File: src/design/rmgm_pkg.sv
// Package for the running-mean Gram matrix block.
// Holds payload structs, sizes, the back-end state enum and the queue entry type.
// No dependencies.
package rmgm_pkg;

	localparam int NUM_AMPLITUDES = 8;
	localparam int COUNT_BITS = 32;
	localparam int IDX_BITS = 3;
	localparam int NPAIRS = (NUM_AMPLITUDES * (NUM_AMPLITUDES - 1)) / 2;
	localparam int NENTRIES = NUM_AMPLITUDES + NPAIRS;
	localparam int ENT_BITS = $clog2(NENTRIES + 1);
	localparam int QDEPTH = 2;
	localparam int QPTR_BITS = 1;
	localparam logic [COUNT_BITS-1:0] COUNT_MAX = {COUNT_BITS{1'b1}};
	localparam logic signed [63:0] S64_MAX = {1'b0, {63{1'b1}}};
	localparam logic signed [63:0] S64_MIN = {1'b1, {63{1'b0}}};

	typedef struct packed {
		logic [2:0] index;
		logic signed [31:0] amp_re;
		logic signed [31:0] amp_im;
		logic last_element;
		logic restart;
	} in_item_t;

	typedef struct packed {
		logic [2:0] row;
		logic [2:0] col;
		logic signed [63:0] mean_re;
		logic signed [63:0] mean_im;
		logic last;
	} out_item_t;

	// One finished point handed from the front to the back.
	typedef struct packed {
		logic [NUM_AMPLITUDES-1:0][63:0] amps;
		logic [COUNT_BITS-1:0] count;
	} point_job_t;

	typedef enum logic [3:0] {
		BK_IDLE,
		BK_MUL,
		BK_SUM,
		BK_DELTA,
		BK_DIV,
		BK_ADD,
		BK_NEXT,
		BK_EMIT
	} bk_state_t;

	// Saturating signed 64-bit add.
	function automatic logic signed [63:0] sat_add64(input logic signed [63:0] a,
			input logic signed [63:0] b);
		logic signed [64:0] s;
		s = {a[63], a} + {b[63], b};
		if (s[64] != s[63]) sat_add64 = s[64] ? S64_MIN : S64_MAX;
		else sat_add64 = s[63:0];
	endfunction

endpackage

File: src/design/rmgm_front.sv
// Front end: buffers amplitudes and keeps the point count.
// Depends on rmgm_pkg.
module rmgm_front (
	input  logic                  clk,
	input  logic                  arst_n,
	input  logic                  in_valid,
	output logic                  in_ready,
	input  rmgm_pkg::in_item_t    in_data,
	output logic                  job_valid,
	input  logic                  job_ready,
	output rmgm_pkg::point_job_t  job
);

	logic [rmgm_pkg::NUM_AMPLITUDES-1:0][63:0] buf_q;
	logic [rmgm_pkg::COUNT_BITS-1:0] count_q;
	logic [rmgm_pkg::COUNT_BITS-1:0] cnt_base;
	logic fire;

	// Only a completing element needs room in the queue.
	assign in_ready = !in_data.last_element || job_ready;
	assign fire = in_valid && in_ready;
	assign cnt_base = in_data.restart ? '0 : count_q;

	// Build the job from the buffer with this element merged in.
	always_comb begin
		job.amps = buf_q;
		if (32'(in_data.index) < rmgm_pkg::NUM_AMPLITUDES)
			job.amps[in_data.index] = {in_data.amp_re, in_data.amp_im};
		job.count = (cnt_base == rmgm_pkg::COUNT_MAX) ? cnt_base : cnt_base + 1'b1;
	end
	assign job_valid = in_valid && in_data.last_element;

	// Point counter.
	always_ff @(posedge clk or negedge arst_n) begin
		if (!arst_n) begin
			count_q <= '0;
		end else if (fire) begin
			count_q <= in_data.last_element ? job.count : cnt_base;
		end
	end

	// Amplitude buffer.
	always_ff @(posedge clk) begin
		if (fire && 32'(in_data.index) < rmgm_pkg::NUM_AMPLITUDES)
			buf_q[in_data.index] <= {in_data.amp_re, in_data.amp_im};
	end

endmodule

File: config.mk
export PLATFORM = sky130hd
export DESIGN_NAME = rmgm_front
export DESIGN_NICKNAME = d
export VERILOG_FILES = /design/src/design/rmgm_pkg.sv /design/src/design/rmgm_front.sv
export SDC_FILE = /design/constraint.sdc
export NUM_CORES = 1
export LEC_CHECK = 0
export BUFFER_PORTS_ARGS = -buffer_cell sky130_fd_sc_hd__clkbuf_2
export CAP_MARGIN = 15
export CORE_AREA = 2 2 241 243
export CTS_CLUSTER_SIZE = 28
export DETAILED_ROUTE_END_ITERATION = 8
export DIE_AREA = 0 0 243 245
export PLACE_DENSITY = 0.68
export SYNTH_ARGS = -nofsm -noshare
export SYNTH_HDL_FRONTEND = slang
export SYNTH_SLANG_ARGS = --single-unit
File: constraint.sdc
create_clock -name clk -period 5.65 [get_ports clk]
set_input_delay 0.565 -clock clk [delete_from_list [all_inputs] [get_ports clk]]
set_output_delay 0.565 -clock clk [all_outputs]
set_load 0.02 [all_outputs]
======== Word-level counts from Yosys, hierarchy flattened ========
Index checks and enable logic that the tools add are counted.
cells by class
  add/sub/neg operators ................... 1
  magnitude comparators ................... 2
  equality and inequality tests ........... 1
  muxes and demuxes ....................... 6
  reduce and logical (&&, ||, !) cells .... 5
operators with widths
  operator                 count
  $bwmux W512              1
  $demux W64 S3            1
  $mux W32                 3
  $mux W64                 1
  $add A32 B1 Y32 const B  1
  $eq A32 B32 Y1 const B   1
  $lt A3 B4 Y1 const B     1
  $ge A3 B1 Y1 const B     1
  $logic_and A1 B1 Y1      3
  $logic_not A1 Y1         1
  $logic_or A1 B1 Y1       1
word-level totals
  flip-flop bits (word level) ............. 544
  output and inout port bits .............. 546
  logic and storage cells ................. 24

======== Logic depth before layout (Yosys ltp) ========
  word-level depth ........................ 5
  gate-level depth with buffers ........... 14

======== Least setup slack after synthesis ========
No wires, ideal clock.
  path kind ............................... input port to flip-flop
  start ................................... input job_ready
  end ..................................... register count_q[24] (netlist name)
  arrival ................................. 16209 ps
  required time ........................... 5514 ps
  slack ................................... -10694 ps
  stages .................................. 5
  path buffers ............................ 1
  cells stage by stage .................... nand2b_1 nand2_1 clkinv_1 clkbuf_1 a32o_1
between the ends
  word-level cells in the longest chain between the ends .. 2
ends and longest elaborated chain
  element               RTL line          text
  from (decl)           rmgm_front.sv:10  input logic job_ready,
  $logic_or A1 B1 Y1    rmgm_front.sv:20  assign in_ready = !in_data.last_element || job_ready;
  $logic_and A1 B1 Y1   rmgm_front.sv:21  assign fire = in_valid && in_ready;
  named net fire        rmgm_front.sv:17  logic fire;
  to (signal assigned)  rmgm_front.sv:38  count_q <= in_data.last_element ? job.count : cnt_base;
  to (decl)             rmgm_front.sv:15  logic [rmgm_pkg::COUNT_BITS-1:0] count_q;
The timed path passes the listed nets, and every way through them passes these cells.
A chain may end at the register's enable or synchronous reset.

==> reports/results.txt <==
By instance count, the cell type seen most on the critical path is sky130_fd_sc_hd__or4_1. For this design, the sink count on the clock tree is 544. The count of synthesis-stage warnings from yosys was 0; the maximum achievable frequency was 216.1 MHz. By count the netlist is led by sky130_fd_sc_hd__mux2_2, sky130_fd_sc_hd__edfxtp_1, sky130_fd_sc_hd__clkbuf_1.

The number of buffers inserted to repair setup after CTS came out at 0. The shortest period the worst path allows is 4627 ps. The sum of routed wire length over all layers came out at 70.31 mm. Net switching power: 2.734 mW. In this run the worst setup path terminates at job[5].

The flow ran to the end, and the final reports show no timing, DRC or antenna violations. Compared with the post-synthesis result, the final layout area differs by 23.42%. The final design area excluding fillers was 30220 um^2. The tools report the via count of the first global-routing pass as 16086. For the total negative slack, the log shows 0 ps.

After global routing the overflow that remains totals 0. In this run the critical register-to-register path is launched from count_q[0]. Worst-margin pin slew: 1021 ps. The final count of negative-setup-slack endpoints is 0. The tool flagged a number of max-cap violations equal to 0. Via total after detailed routing: 15980. Before CTS, the worst setup slack after placement is 1380 ps. Counting every net in the synthesized netlist gives 1566.

Global routing used 22.76% of the available tracks. Net switching is 27.22% of the power. The worst setup path startpoint is count_q[0]. Synthesized area per cell: 16.41 um^2. The combined area of the multi-input logic cells is 7900 um^2. Data arrives at the worst endpoint at 4060 ps.

The clock transition time at the flip-flop clock pins of the worst setup and hold paths is 60 ps. The count of unresolved DRC violations after routing is 0, and the register bit count reported by yosys is 544. Of the total power, combinational logic draws 15.8%.

Among all flip-flop cells after synthesis, the most frequent one is sky130_fd_sc_hd__edfxtp_1. The run gives 103.6 mm as the global-route wire length before repair. The first routing iteration left 1143 violations. The logs give 600 ps for the clock latency on the worst-skew pair and 0 for the number of routed nets with antenna violations. The logs give 3 for the largest buffer count on any clock path and 7.309 mW for the internal power contribution.

TritonCTS built the clock tree. The tree is rooted in a sky130_fd_sc_hd__clkbuf_16. After detailed routing, the average wire length per cell comes to 24.10 um.

In this run the horizontal extent of the chip is 243 um. After synthesis, flip-flops and latches occupy 66.07% of the total area. The die covers 59540 um^2. In this run the power density over the cells is 332.4 nW/um^2. The number of vias per cell after detailed routing is 5.478, and the share of the cycle needed by the critical path after routing is 81.89%. In the post-route analysis, the smallest setup slack over all paths is 1023 ps.

The data required time at the worst endpoint came out at 5090 ps. The number of fillers in the final layout was 4876. The core box area came out at 57030 um^2. Cells with a size suffix above 1 make up 57.95% of the layout.

On the final layout, the worst hold slack is 89.27 ps. In the post-synthesis netlist, the biggest area contributors are sky130_fd_sc_hd__edfxtp_1, sky130_fd_sc_hd__mux2_2, sky130_fd_sc_hd__dfrtp_1. In this run the tool buffered the top-level ports with 618 buffer cells. The tools report the sequential cell area as 16180 um^2. Summing every instance area after synthesis gives 24480 um^2. The synthesized netlist cell count was 1492; the depth of the worst register-to-register path was 7.

The tools report the endpoint kind of the worst setup timing path as a primary output. The sequential cell fraction of total power came out at 48.4%. The final count of pins violating max slew was 0. The min-delay analysis places its worst path in the category input port to asynchronous set/reset pin. IR analysis of the VDD net gives a maximum drop of 0.2264 mV. After clock tree synthesis, the repair step resized 0 gates. After floorplanning, the core was divided into 88 placement rows. The tools report the part of the power in the clock network as 35.8%.

The number of antenna violations at the first check in global routing came out at 2. The critical path in this run is classified as flop to primary output. The cell accounting for the most synthesized area is sky130_fd_sc_hd__edfxtp_1.

The most common cell in the synthesized netlist is sky130_fd_sc_hd__mux2_2. The maximum fanout along the worst path came out at 25. The critical path's slowest cell was sky130_fd_sc_hd__or4_1. In this run the register-to-register setup slack is 1980 ps. Fraction of synthesized cell area taken by the top area cell type: 62.80%. The logs give 0 for the number of hold-repair buffers added at the cts stage and 135 for the largest net degree at the start of global routing. 619 I/O pins were placed. CTS built an H-tree with a depth of 2. Clock tree synthesis inserted a total of 58 buffers. In this run the vertical extent of the chip is 245 um. For this run, asynchronously set or reset flops after synthesis account for 5.882%. At the end of routability-driven placement, the weighted congestion stood at 0.8871. Estimated wirelength of the detail-placed design: 47.30 mm. The worst pin sits at a relative slew slack of 31.35%. The capturing point of the worst reg2reg path is count_q[6].

The static power due to leakage is 11.55 nW, and the effective utilization at floorplan is 42.92%. The detailed-router iteration count before antenna repair is 5. In this run, synthesis inferred 512 flip-flops with an integrated enable.

The tools report the final number of hold-violating endpoints as 0. The tools report the startpoint class of the critical path as a flop. The logs give 2177 for the number of nets in the layout and 28430 um^2 for the placed standard-cell area. The count of distinct cell types in the synthesized netlist was 62. Traced cell by cell, the critical path runs through nor2b_1 -> ha_1 -> nand2_1 -> or4_1 -> or4_1 -> a211oi_1 -> or2_1 -> clkbuf_2.

Setup repair after global routing left no endpoint under its margin. For this run, the slowest stage of the critical path takes 880 ps. Between clock sinks in the finished design, the worst skew comes to 8.404 ps.
## stage by stage
stage	utilization (%)	total power, mW	instances
global placement	49.85	6.507	2808
global route	52.98	10.40	2917
CTS	52.97	10.14	2915
finish	52.98	10.04	2917
detailed placement	49.85	6.540	2808
floorplan	-	5.942	1492
## sequential cells by signal (all words and copies together) (netlist names)
name,cells
buf_q,512
count_q,32
## area by class of cell
| class | instances | area share (%) |
|---|---|---|
| Timing Repair Buffer | 645 | 11.03 |
| Tap cell | 765 | 3.168 |
| Sequential cell | 544 | 53.53 |
| Antenna cell | 2 | 0.01656 |
| Multi-Input combinational cell | 838 | 26.15 |
| Clock buffer | 69 | 4.940 |
| Inverter | 16 | 0.2236 |
| Clock inverter | 38 | 0.9400 |
## power groups by stage
stage	logic, mW	clock network, mW	registers (mW)
6_report	1.59	3.59	4.86
5_1_grt	1.68	3.83	4.89
4_1_cts	1.60	3.68	4.86
3_5_place_dp	1.60	0	4.94
3_3_place_gp	1.58	0	4.93
2_1_floorplan	1.02	0	4.92
## placed cells by master, fill, tap and decap left out, types with 6 or more instances in the layout
cell type / instances
sky130_fd_sc_hd__a21oi_1: 8
sky130_fd_sc_hd__a221o_1: 6
sky130_fd_sc_hd__a31oi_1: 8
sky130_fd_sc_hd__buf_4: 24
sky130_fd_sc_hd__clkbuf_1: 11
sky130_fd_sc_hd__clkbuf_16: 58
sky130_fd_sc_hd__clkbuf_2: 618
sky130_fd_sc_hd__clkinv_1: 20
sky130_fd_sc_hd__clkinv_2: 9
sky130_fd_sc_hd__dfrtp_1: 32
sky130_fd_sc_hd__edfxtp_1: 512
sky130_fd_sc_hd__inv_1: 14
sky130_fd_sc_hd__mux2_2: 513
sky130_fd_sc_hd__nand2_1: 55
sky130_fd_sc_hd__nand3_1: 27
sky130_fd_sc_hd__nand4_1: 14
sky130_fd_sc_hd__nand4b_1: 6
sky130_fd_sc_hd__nor2_1: 19
sky130_fd_sc_hd__nor2b_1: 12
sky130_fd_sc_hd__nor3_1: 14
sky130_fd_sc_hd__nor4_1: 14
sky130_fd_sc_hd__o211ai_1: 8
sky130_fd_sc_hd__o21ai_0: 12
sky130_fd_sc_hd__o311ai_0: 6
sky130_fd_sc_hd__o31ai_1: 8
sky130_fd_sc_hd__or3_1: 6
sky130_fd_sc_hd__or4_1: 6
sky130_fd_sc_hd__xnor2_1: 19
## metal layers
layer  share of wire [%]  global-route usage [%]  vias up  routed length, um
met5                   0                       0        -                  0
met4                 2.8                   7.380        0               1936
met1                  39                   28.13     8157              27760
met3                 7.4                   6.112      115               5218
li1                    -                       -     7127                  -
met2                  50                   38.84      581              35400
## cells by family after synthesis
group,count (synthesis),share of synthesized area (%)
mux,515,23.68
simple gates,215,4.983
xor+xnor,19,0.6798
compound gates,88,2.709
flops,544,66.07
buf+inv,110,1.825
fa+ha+maj,1,0.05110
## worst min-delay path by stage
stage	depth (start not counted)	slack, ps	end
after floorplan	0	270	count_q[0]
after global placement	2	530	count_q[11]
after detailed placement	2	540	count_q[11]
after CTS	1	80	count_q[28]
after global routing	1	130	count_q[28]
final	1	90	count_q[22]
## worst max-delay path, delay by kind of cell, from the launching register on
kind	cells	cell delay, ps
AND/OR/NAND/NOR	5	2050
adder cells (fa/ha/maj)	1	420
buffers and inverters	1	160
flip-flops	1	410
AO/OA/AOI/OAI	1	400
No activity file was read; power rests on OpenSTA's default activity.
