[config.mk]
export PLATFORM = sky130hd
export DESIGN_NAME = rmgm_queue
export DESIGN_NICKNAME = d
export VERILOG_FILES = /design/src/design/rmgm_pkg.sv /design/src/design/rmgm_queue.sv
export SDC_FILE = /design/constraint.sdc
export NUM_CORES = 1
export LEC_CHECK = 0
export BUFFER_PORTS_ARGS = -buffer_cell sky130_fd_sc_hd__buf_2
export CELL_PAD_IN_SITES_DETAIL_PLACEMENT = 0
export CELL_PAD_IN_SITES_GLOBAL_PLACEMENT = 2
export CORE_AREA = 2 2 430 432
export DETAILED_ROUTE_END_ITERATION = 12
export DIE_AREA = 0 0 432 434
export GPL_TIMING_DRIVEN = 0
export MAX_ROUTING_LAYER = met4
export PLACE_DENSITY = 0.54
export SYNTH_ARGS = -nofsm -noshare
export SYNTH_HDL_FRONTEND = slang
export SYNTH_SLANG_ARGS = --single-unit
[constraint.sdc]
create_clock -name clk -period 26 [get_ports clk]
set_input_delay 1.3 -clock clk [delete_from_list [all_inputs] [get_ports clk]]
set_output_delay 1.3 -clock clk [all_outputs]
set_load 0.05 [all_outputs]
[src/design/rmgm_pkg.sv]
// Package for the running-mean Gram matrix block.
// Holds payload structs, sizes, the back-end state enum and the queue entry type.
// No dependencies.
package rmgm_pkg;

	localparam int NUM_AMPLITUDES = 8;
	localparam int COUNT_BITS = 32;
	localparam int IDX_BITS = 3;
	localparam int NPAIRS = (NUM_AMPLITUDES * (NUM_AMPLITUDES - 1)) / 2;
	localparam int NENTRIES = NUM_AMPLITUDES + NPAIRS;
	localparam int ENT_BITS = $clog2(NENTRIES + 1);
	localparam int QDEPTH = 2;
	localparam int QPTR_BITS = 1;
	localparam logic [COUNT_BITS-1:0] COUNT_MAX = {COUNT_BITS{1'b1}};
	localparam logic signed [63:0] S64_MAX = {1'b0, {63{1'b1}}};
	localparam logic signed [63:0] S64_MIN = {1'b1, {63{1'b0}}};

	typedef struct packed {
		logic [2:0] index;
		logic signed [31:0] amp_re;
		logic signed [31:0] amp_im;
		logic last_element;
		logic restart;
	} in_item_t;

	typedef struct packed {
		logic [2:0] row;
		logic [2:0] col;
		logic signed [63:0] mean_re;
		logic signed [63:0] mean_im;
		logic last;
	} out_item_t;

	// One finished point handed from the front to the back.
	typedef struct packed {
		logic [NUM_AMPLITUDES-1:0][63:0] amps;
		logic [COUNT_BITS-1:0] count;
	} point_job_t;

	typedef enum logic [3:0] {
		BK_IDLE,
		BK_MUL,
		BK_SUM,
		BK_DELTA,
		BK_DIV,
		BK_ADD,
		BK_NEXT,
		BK_EMIT
	} bk_state_t;

	// Saturating signed 64-bit add.
	function automatic logic signed [63:0] sat_add64(input logic signed [63:0] a,
			input logic signed [63:0] b);
		logic signed [64:0] s;
		s = {a[63], a} + {b[63], b};
		if (s[64] != s[63]) sat_add64 = s[64] ? S64_MIN : S64_MAX;
		else sat_add64 = s[63:0];
	endfunction

endpackage

[src/design/rmgm_queue.sv]
// Short queue of finished points between front and back.
// Depends on rmgm_pkg.
module rmgm_queue (
	input  logic                  clk,
	input  logic                  arst_n,
	input  logic                  wr_valid,
	output logic                  wr_ready,
	input  rmgm_pkg::point_job_t  wr_data,
	output logic                  rd_valid,
	input  logic                  rd_ready,
	output rmgm_pkg::point_job_t  rd_data
);

	rmgm_pkg::point_job_t mem_q [rmgm_pkg::QDEPTH];
	logic [rmgm_pkg::QPTR_BITS-1:0] wp_q, rp_q;
	logic [rmgm_pkg::QPTR_BITS:0] cnt_q;
	logic wr, rd;

	assign wr_ready = cnt_q != 2'(rmgm_pkg::QDEPTH);
	assign rd_valid = cnt_q != '0;
	assign rd_data = mem_q[rp_q];
	assign wr = wr_valid && wr_ready;
	assign rd = rd_valid && rd_ready;

	// Pointers and fill level.
	always_ff @(posedge clk or negedge arst_n) begin
		if (!arst_n) begin
			wp_q <= '0;
			rp_q <= '0;
			cnt_q <= '0;
		end else begin
			if (wr) wp_q <= wp_q + 1'b1;
			if (rd) rp_q <= rp_q + 1'b1;
			cnt_q <= cnt_q + (wr ? 1'b1 : 1'b0) - (rd ? 1'b1 : 1'b0);
		end
	end

	// Storage.
	always_ff @(posedge clk) begin
		if (wr) mem_q[wp_q] <= wr_data;
	end

endmodule

**Word-level counts from Yosys, hierarchy flattened**

Memory sizes are Yosys's and may differ from the RTL's.
Index checks and enable logic that the tools add are counted.
Widths: inputs -> output; s select.

- Register bits after elaboration: 4
- Bits in writable memories: 1088
- Bits of input ports: 548
- Word-level logic and storage cells: 16
- Memories: 1

Memories:

| name | words | bits a word | read ports | clocked after memory_dff | wr ports | line | text |
|---|---|---|---|---|---|---|---|
| mem_q | 2 | 544 | 1 | 0 | 1 | rmgm_queue.sv:14 | `rmgm_pkg::point_job_t mem_q [rmgm_pkg::QDEPTH];` |

- $add $sub $neg: 4
- Equality and inequality tests: 1
- Mux-type cells: 4
- Reductions and logical operators: 3

Operator list:

| kind | count |
|---|---|
| $mux 1 | 4 |
| $add 1x1->1 const B | 2 |
| $add 2x1->2 | 1 |
| $logic_and 1x1->1 | 2 |
| $ne 2x2->1 const B | 1 |
| $reduce_bool 2->1 | 1 |
| $sub 2x1->2 | 1 |

**Longest topological paths before layout**

Gate-level depths: netlist of the first run.

- Depth after elaboration: 5
- Mapped depth: 5
- Depth with buffers taken out: 5

**Worst setup path before layout of the first run**

OpenSTA, ideal clock, no wires.

- Kind: input to register
- Start: input wr_valid
- End: memory mem_q[0][0] (netlist bit), enable pin
- Setup time: 1.468 ns
- Data arrival time: 23.882 ns
- Data required time: 24.532 ns
- Setup slack: 0.650 ns
- Cell stages on the path: 2
- Buffers on the path: 0
- Cell sequence: nand2_1 -> nor2_1

- Cells in the longest elaborated chain, start to end: 3

RTL lines:

| what | line | text |
|---|---|---|
| start: declaration | rmgm_queue.sv:6 | `input logic wr_valid,` |
| $logic_and 1x1->1 | rmgm_queue.sv:22 | `assign wr = wr_valid && wr_ready;` |
| $mux 1 | rmgm_queue.sv:40 | `if (wr) mem_q[wp_q] <= wr_data;` |
| $mux 1 (not written as such) | rmgm_queue.sv:40 |  |
| end: declaration | rmgm_queue.sv:14 |  |

No other way between the ends.

==> impl_metrics.tcl, run 1 <==
set metrics [dict create \
    status "completed" \
    grt_max_degree 57 \
    hold_viol 0 \
    antenna_found_initial 68 \
    synthTopCellsByArea "edfxtp_1 82%, mux2_2 14%, mux2_4 1.9%, buf_4 0.76%, dfrtp_1 0.25%" \
    drt-total-wl_um 124000 \
    fin_nets 3523 \
    dieWidth_um 432 \
    synth_area_um2 39700 \
    vias 21200 \
    slew_headroom_pct 52.1 \
    synth_common_cells "1088 x edfxtp_1, 494 x mux2_2, 50 x mux2_4" \
    place_ws_ns 21.98 \
    clkLatencyLatePin_ns 0.77 \
    grt_pass1_vias 21900 \
    wl_per_cell_um 22.6 \
    drive_above_1_share_pct 62.0 \
    ys_seq_area_share_pct 82.6 \
    p_per_area_nw_per_um2 138 \
    finalCriticalPeriod_ns 4.14 \
    synth-seq-cells 1092 \
    postPlaceCellArea_um2 48900 \
    synthCells 1715 \
    cts_sinks 1092 \
    async_reset_ff_share_pct 0.366 \
    cts_hold_buf 0 \
    initial_core_util_pct 21.7 \
    multiInputGateArea_um2 6440 \
    crit_required_ns 24.70 \
    numCtsBuffers 130 \
    fin_cells 5498 \
    peakVddDrop_mv 0.0749 \
    critPathKind "flip-flop to primary output" \
    endpoint_kind "primary output" \
    cts_tree "yes" \
    seq_area_um2 32800 \
    yosys_warnings 0 \
    tightest_slew_ns 0.718 \
    postCtsSetupRepairBufs 0 \
    port_buffers 1093 \
    overflow 0 \
    dp.cells 5227 \
    power.share.sequential_pct 33.7 \
    synth_fp_nets 2264 \
    max_freq_mhz 241 \
    cap_violations 0 \
    crit_path_start_kind "flip-flop" \
    p_total_mw 7.32 \
    root_buffer "clkbuf_16" \
    drt-pass1-iter-count 5 \
    finalWeightedCongestion 0.792 \
    hold_class "primary input to asynchronous set/reset pin" \
    crit_fanout 10 \
    ctsResizeCount 0 \
    final_cell_area_um2 53000 \
    die_y_um 434 \
    skew_ns 0.0232 \
    synth-main-ff-cell "edfxtp_1" \
    drc 0 \
    cts.path.max_buffers 3 \
    rsz0062_at_grt "false" \
    synth_most_common_cell "edfxtp_1" \
    n_fill_cell 18300 \
    core_area_um2 182000 \
    track_usage_pct 13.0 \
    grt_pass1_wl_um 165000 \
    critPathArrivalTime_ns 2.84 \
    path_clk_slew_ns 0.06 \
    pwr-share-clk_pct 23.3 \
    syn_area_per_cell_um2 23.1 \
    setup_viol 0 \
    htreeDepth 4 \
    finalWorstSetupSlack_ns 21.86 \
    leakagePower_nw 19.4 \
    ioPinCount 1094 \
    first_iter_violations 1035 \
    post-route-period-util_pct 15.9 \
    combPwrFrac_pct 43.0 \
    final_antenna_net_count 0 \
    synth_cell_types 20 \
    internal-power_mw 4.21 \
    hpwl_um 92600 \
    synth-edff-count 1088 \
    slew_viol_final 0 \
    synth_top_area_share_pct 82.4 \
    rows 157 \
    yosys.area.top_type "edfxtp_1" \
    dieArea_um2 187000 \
    viasPerCell 3.85 \
    switching_share_pct 42.5 \
    switching_power_mw 3.11 \
    syn2layout_area_growth_pct 33.6 \
]
-- power groups by stage --
stage	sequential [mW]	combinational, mW	clock, mW
finish	2.47	3.15	1.71
global route	2.50	3.30	1.84
CTS	2.47	3.23	1.78
detailed placement	2.50	3.22	0
global placement	3.15	3.13	0
floorplan	2.84	2.25	0
-- kinds of logic after synthesis --
group	Yosys count	synth area share (%)
AO/OA/AOI/OAI	4	0.0789
XOR/XNOR	3	0.0663
adder cells (fa/ha/maj)	1	0.0315
buffers and inverters	61	1.13
flip-flops	1092	82.6
multiplexers	544	15.9
AND/OR/NAND/NOR	10	0.123
-- stage by stage --
| step | hold slack (ns) | TNS, ns | utilization, % |
|---|---|---|---|
| finish | 0.327 | 0 | 29.0 |
| detailed placement | 0.544 | 0 | 26.8 |
| CTS | 0.210 | 0 | 29.0 |
| global placement | 0.481 | -9939.31 | 26.4 |
| global route | 0.240 | 0 | 29.0 |
| floorplan | 0.460 | 0 | - |
-- layout make-up --
type	instances	share of cell area (%)
sequential	1092	61.9
tap	2385	5.63
timing repair buffer	1127	11.8
clock inverter	58	0.862
antenna	42	0.198
clock buffer	171	6.59
buffer	61	0.848
multi-input combinational	562	12.2
-- sequential cells by signal, summed over array words and instances, names as in the netlist --
register	flops
rp_q	1
wp_q	1
cnt_q	2
mem_q	1088
-- worst max-delay path, cell delays in order, from the launching register on --
cell and delay, ns:
dfrtp_1 0.31, buf_2 0.25, buf_2 0.48, buf_4 0.35
mux2_2 0.43, buf_2 0.25
-- path summary, 6_finish.rpt --
check / startpoint / endpoint / slack (ns) / cells after the start
min in group clk: wp_q / wp_q / 0.55 / 1
setup / recovery: rp_q / rd_data[467] / 21.86 / 5
hold / removal: arst_n / cnt_q[1] / 0.33 / 1
setup reg to reg: cnt_q[0] / mem_q[1][480] / 22.88 / 6
max in group asynchronous: arst_n / wp_q / 25.55 / 1
hold reg to reg: wp_q / wp_q / 0.55 / 1
-- cells in the final DEF, fill, tap and decap left out, types with 2 or more instances in the layout --
cell type,instances
dfrtp_1,4
bufinv_16,3
inv_6,5
buf_4,40
clkbuf_1,37
clkinvlp_4,4
buf_16,14
diode_2,42
edfxtp_1,1088
mux2_2,494
buf_6,7
clkbuf_16,134
buf_2,1107
clkinv_1,24
nand2_1,2
nor2_1,2
buf_12,20
xnor2_1,3
clkinv_4,2
mux2_4,50
clkinv_8,4
clkinv_2,14
-- per-layer routing --
layer / GRT usage (%) / share of wire, % / vias to the layer above
li1: - / - / 9531
met1: 13.2 / 36 / 10600
met2: 22.2 / 52 / 803
met3: 5.36 / 8.4 / 229
met4: 5.10 / 3.2 / 0
met5: - / 0 / -
(Power assumes the default switching activity.)
==> run 2: changes to the inputs <==
==> constraint.sdc (replaced) <==
create_clock -name clk -period 3.8 [get_ports clk]
set_input_delay 0.19 -clock clk [delete_from_list [all_inputs] [get_ports clk]]
set_output_delay 0.19 -clock clk [all_outputs]
set_load 0.05 [all_outputs]
==> run 2 against run 1 <==
  * Flip-flop and latch count is the same
  * First-iteration DRC count is the same
  * Die area is the same
  * Register-to-register slack lost 22 ns
  * Global-route usage grew 0.19 points
  * Worst setup slack lost 21 ns
  * Critical path type is now flip-flop to flip-flop
==> impl_metrics.tcl, run 2 (synthesis gave the netlist of run 1 again) <==
set metrics [dict create \
    dp.cells 5227 \
    finalWorstSetupSlack_ns 0.647 \
    max_freq_mhz 317 \
    track_usage_pct 13.2 \
    critPathKind "flip-flop to flip-flop" \
    dieWidth_um 432 \
    core_area_um2 182000 \
    max_stage_delay_ns 0.68 \
    path_depth 6 \
    final_core_util_pct 32.0 \
    die_y_um 434 \
    internal-power_mw 29.2 \
    ctsResizeCount 0 \
    crit_required_ns 4.20 \
    root_buffer "clkbuf_16" \
    hold_viol 0 \
    cts_sinks 1092 \
    final_antenna_net_count 0 \
    initial_core_util_pct 21.7 \
    slowest_stage "and3_4" \
    crit_chain "nand2b_4 > and3_4 > buf_16 > buf_16 > buf_16 > buf_16" \
    min-delay-start "wr_data[63]" \
    grt_max_degree 58 \
    port_buffers 1093 \
    critPathArrivalTime_ns 3.56 \
    postPlaceCellArea_um2 48900 \
    fin_nets 4073 \
    p_per_area_nw_per_um2 866 \
    critical_path.top_delay_family "buffers and inverters" \
    ioPinCount 1094 \
    drc 0 \
    drive_above_1_share_pct 52.7 \
    place_ws_ns 0.588 \
    largest_reg_flops 1088 \
    viasPerCell 3.81 \
    slew_headroom_pct 48.3 \
    finalCriticalPeriod_ns 3.15 \
    crit_path_start_kind "flip-flop" \
    rows 157 \
    finalWeightedCongestion 0.779 \
    n_fill_cell 18100 \
    cts.path.max_buffers 3 \
    postCtsSetupRepairBufs 0 \
    skew_ns 0.0153 \
    fin_cells 6021 \
    setup_viol 0 \
    critical_path_buf_inv_count 4 \
    power.share.sequential_pct 33.4 \
    largest_register "mem_q" \
    switching_share_pct 42.2 \
    status "completed" \
    cap_violations 0 \
    largest_registers "mem_q x1088, cnt_q x2" \
    final_common_cell "buf_2" \
    numCtsBuffers 132 \
    vias 23000 \
    crit_fanout 57 \
    cts_tree "yes" \
    combPwrFrac_pct 43.7 \
    pwr-share-clk_pct 22.9 \
    overflow 0 \
    drt-pass1-iter-count 5 \
    hold_class "primary input to flip-flop" \
    hpwl_um 93700 \
    switching_power_mw 21.3 \
    worstHoldPathCells 2 \
    r2r-start "cnt_q[0]" \
    antenna_found_initial 21 \
    post-route-period-util_pct 83.0 \
    drt-total-wl_um 125000 \
    peakVddDrop_mv 0.485 \
    final_cell_area_um2 58400 \
    grt_pass1_vias 24800 \
    reg2regPathDepth 6 \
    cts_hold_buf 548 \
    slew_viol_final 0 \
    p_total_mw 50.5 \
    leakagePower_nw 21.7 \
    htreeDepth 4 \
    rsz0062_at_grt "false" \
    layout_common_cells "1107 x buf_2, 1088 x edfxtp_1, 548 x dlygate4sd3_1, 494 x mux2_2, 136 x clkbuf_16" \
    crit_start "cnt_q[0]" \
    crit_top_cell "buf_16" \
    wl_per_cell_um 20.8 \
    endpoint_kind "flip-flop" \
    syn2layout_area_growth_pct 47.2 \
    path_clk_slew_ns 0.05 \
    clkLatencyLatePin_ns 0.74 \
    tightest_slew_ns 0.776 \
    first_iter_violations 1035 \
    grt_pass1_wl_um 172000 \
    dieArea_um2 187000 \
]
[run 2: final cells by class]
| type | count | area, um2 | share of cell area (%) |
|---|---|---|---|
| antenna | 16 | 40.0 | 0.0686 |
| buffer | 61 | 449 | 0.770 |
| clock buffer | 170 | 3530 | 6.05 |
| clock inverter | 60 | 403 | 0.690 |
| multi-input combinational | 562 | 6460 | 11.1 |
| sequential | 1092 | 32800 | 56.1 |
| tap | 2385 | 2980 | 5.11 |
| timing repair buffer | 1675 | 11700 | 20.1 |
[run 2: power groups by stage]
stage                     Combinational (mW)  Clock (mW)  Sequential (mW)
final                                   22.1        11.6             16.9
after global routing                    23.1        12.5             17.1
after CTS                               22.7        12.1             16.9
after detailed placement                22.1           0             17.1
after global placement                  17.6           0             16.3
after floorplan                         14.9           0             17.6
[run 2: layer usage]
| layer | GRT usage, % | share of wire, % | vias to the layer above |
|---|---|---|---|
| met5 | - | 0 | - |
| met4 | 4.65 | 3.0 | 0 |
| met3 | 4.44 | 7.5 | 171 |
| met2 | 23.4 | 53 | 754 |
| met1 | 13.6 | 37 | 11500 |
| li1 | - | - | 10600 |
[run 2: stage by stage]
stage | hold WS, ns | TNS, ns
detailed placement | 0.0165 | 0
finish | 0.157 | 0
global route | 0.0897 | 0
global placement | 0.0125 | -
floorplan | -0.106 | -5067.95
CTS | 0.0552 | 0
[run 2: final timing paths]
check / endpoint / slack [ns]
min in group asynchronous: rp_q / 0.46
max in group asynchronous: wp_q / 3.15
hold / removal: mem_q[0][63] / 0.16
setup / recovery: mem_q[1][34] / 0.65
setup reg to reg: mem_q[1][34] / 0.65
hold reg to reg: wp_q / 0.56
==> run 3: changes to the inputs <==
--- a/config.mk
+++ b/config.mk
@@ -8,12 +8,12 @@
 export BUFFER_PORTS_ARGS = -buffer_cell sky130_fd_sc_hd__buf_2
 export CELL_PAD_IN_SITES_DETAIL_PLACEMENT = 0
 export CELL_PAD_IN_SITES_GLOBAL_PLACEMENT = 2
-export CORE_AREA = 2 2 430 432
+export CORE_AREA = 2 2 425 427
 export DETAILED_ROUTE_END_ITERATION = 12
-export DIE_AREA = 0 0 432 434
+export DIE_AREA = 0 0 427 429
 export GPL_TIMING_DRIVEN = 0
 export MAX_ROUTING_LAYER = met4
-export PLACE_DENSITY = 0.54
+export PLACE_DENSITY = 0.53
 export SYNTH_ARGS = -nofsm -noshare
 export SYNTH_HDL_FRONTEND = slang
 export SYNTH_SLANG_ARGS = --single-unit
==> constraint.sdc (replaced) <==
create_clock -name clk -period 3.3 [get_ports clk]
set_input_delay 0.165 -clock clk [delete_from_list [all_inputs] [get_ports clk]]
set_output_delay 0.165 -clock clk [all_outputs]
set_load 0.05 [all_outputs]
==> run 3 against run 2 <==
  * Worst hold slack got worse by 0.041 ns
  * Sequential power rose by 15%
  * Sequential share of layout area fell by 0.25 points
  * Clock-buffer cell count fell by 7
  * Combinational power is 16% higher
  * Routed wire length is 3.8% higher
  * Utilization up 0.95 points
  * Global-route usage is 0.97 points higher
  * Critical path type is now flip-flop to primary output
==> impl_metrics.tcl, run 3 (synthesis gave the netlist of run 1 again) <==
set metrics [dict create \
    slew_viol_final 0 \
    dieArea_um2 183000 \
    worstHoldPathCells 2 \
    critPathArrivalTime_ns 2.86 \
    hpwl_um 97800 \
    fin_cells 5994 \
    layout_common_cells "1107 x buf_2, 1088 x edfxtp_1, 548 x dlygate4sd3_1, 494 x mux2_2, 137 x clkbuf_16" \
    drive_above_1_share_pct 52.9 \
    finalWeightedCongestion 0.834 \
    wl_met3_um 8240 \
    grt_pass1_vias 24500 \
    path_clk_slew_ns 0.06 \
    endpoint_kind "primary output" \
    vias 23100 \
    port_buffers 1093 \
    hold_viol 0 \
    dieWidth_um 427 \
    largest_register "mem_q" \
    status "completed" \
    clkLatencyLatePin_ns 0.76 \
    final_common_cell "buf_2" \
    final_core_util_pct 32.9 \
    track_usage_pct 14.2 \
    final_antenna_net_count 0 \
    postCtsSetupRepairBufs 0 \
    largest_registers "mem_q x1088, cnt_q x2" \
    fin_nets 4075 \
    hold_class "primary input to flip-flop" \
    rsz0062_at_grt "false" \
    wl_per_cell_um 21.7 \
    top_layer "met4" \
    rows 155 \
    finalCriticalPeriod_ns 3.02 \
    viasPerCell 3.86 \
    cts_sinks 1092 \
    core_area_um2 178000 \
    cts_tree "yes" \
    crit_required_ns 3.13 \
    initial_core_util_pct 22.3 \
    drt-pass1-iter-count 4 \
    wl_met2_um 69000 \
    grt_max_degree 57 \
    first_iter_violations 1089 \
    wl_met1_um 50200 \
    dp.cells 5197 \
    root_buffer "clkbuf_16" \
    overflow 0 \
    critPathKind "flip-flop to primary output" \
    setup_viol 0 \
    numCtsBuffers 134 \
    skew_ns 0.0300 \
    peakVddDrop_mv 0.590 \
    reg2regPathDepth 8 \
    ioPinCount 1094 \
    die_y_um 429 \
    cts.path.max_buffers 3 \
    drt-total-wl_um 130000 \
    htreeDepth 4 \
    tightest_slew_ns 0.915 \
    p_per_area_nw_per_um2 1010 \
    cap_violations 0 \
    max_freq_mhz 331 \
    largest_reg_flops 1088 \
    slew_headroom_pct 38.8 \
    post-route-period-util_pct 91.5 \
    antenna_found_initial 29 \
    drc 0 \
    syn2layout_area_growth_pct 47.8 \
    crit_path_start_kind "flip-flop" \
    grt_pass1_wl_um 179000 \
    leakagePower_nw 21.8 \
    crit_fanout 10 \
]
## run 3: cell count changes in the layout (fill, tap and decap cells not counted), moves of 2 or more
cell,change
buf_12,-2
clkinv_1,+2
diode_2,-5
bufinv_16,+9
clkinv_4,+2
inv_6,+3
clkbuf_1,-8
buf_16,+2
## run 3: power by group
part / internal (mW) / switching [mW]
combinational: 7.03 / 18.6
sequential: 18.9 / 0.535
clock: 8.46 / 5.76
total: 34.4 / 24.9
## run 3: layout make-up
class / count / area [um2]
fill: 17600 / 119000
sequential: 1092 / 32800
timing repair buffer: 1675 / 11700
multi-input combinational: 562 / 6460
clock buffer: 163 / 3530
tap: 2355 / 2950
clock inverter: 75 / 702
buffer: 61 / 449
antenna: 11 / 27.5
## run 3: path summary, 6_finish.rpt
kind                              start            end  slack [ns]
max                                rp_q   rd_data[416]        0.28
min                        wr_data[517]  mem_q[0][517]        0.12
max reg2reg                    cnt_q[0]  mem_q[0][375]        0.32
min reg2reg                        wp_q           wp_q        0.55
max in group asynchronous        arst_n           wp_q        2.78
min in group asynchronous        arst_n       cnt_q[0]        0.34
## run 3: through the flow
| step | cell area [um2] | hold slack, ns | setup WS, ns | power, mW | TNS [ns] |
|---|---|---|---|---|---|
| after floorplan | 39700 | -0.131 | -5.89 | 36.0 | -5611.95 |
| after global placement | 48100 | -0.0201 | -12.46 | 38.0 | - |
| after detailed placement | 48900 | -0.0226 | 0.200 | 45.3 | 0 |
| after CTS | 58600 | 0.0245 | 0.0292 | 60.4 | 0 |
| after global routing | 58600 | 0.0509 | 0.0490 | 61.7 | 0 |
| final | 58600 | 0.116 | 0.279 | 59.2 | 0 |
## run 3: worst max-delay path, stage by stage (launching register included)
cell	delay [ns]
dfrtp_1	0.31
buf_2	0.18
buf_2	0.52
buf_4	0.35
mux2_2	0.44
buf_2	0.25
## run 3: per-layer routing
metal  vias up  global-route usage [%]
met5         -                       -
li1      10600                       -
met4         0                    3.66
met3       155                    4.05
met2       701                    25.1
met1     11700                    15.5
## run 3: what timing repair did
action / 4_1_cts / 5_1_grt
hold buffers: 548 / 0
setup endpoints to repair: 0 / 0
hold endpoints to repair: 1111 / 0
resized for setup: 0 / 0
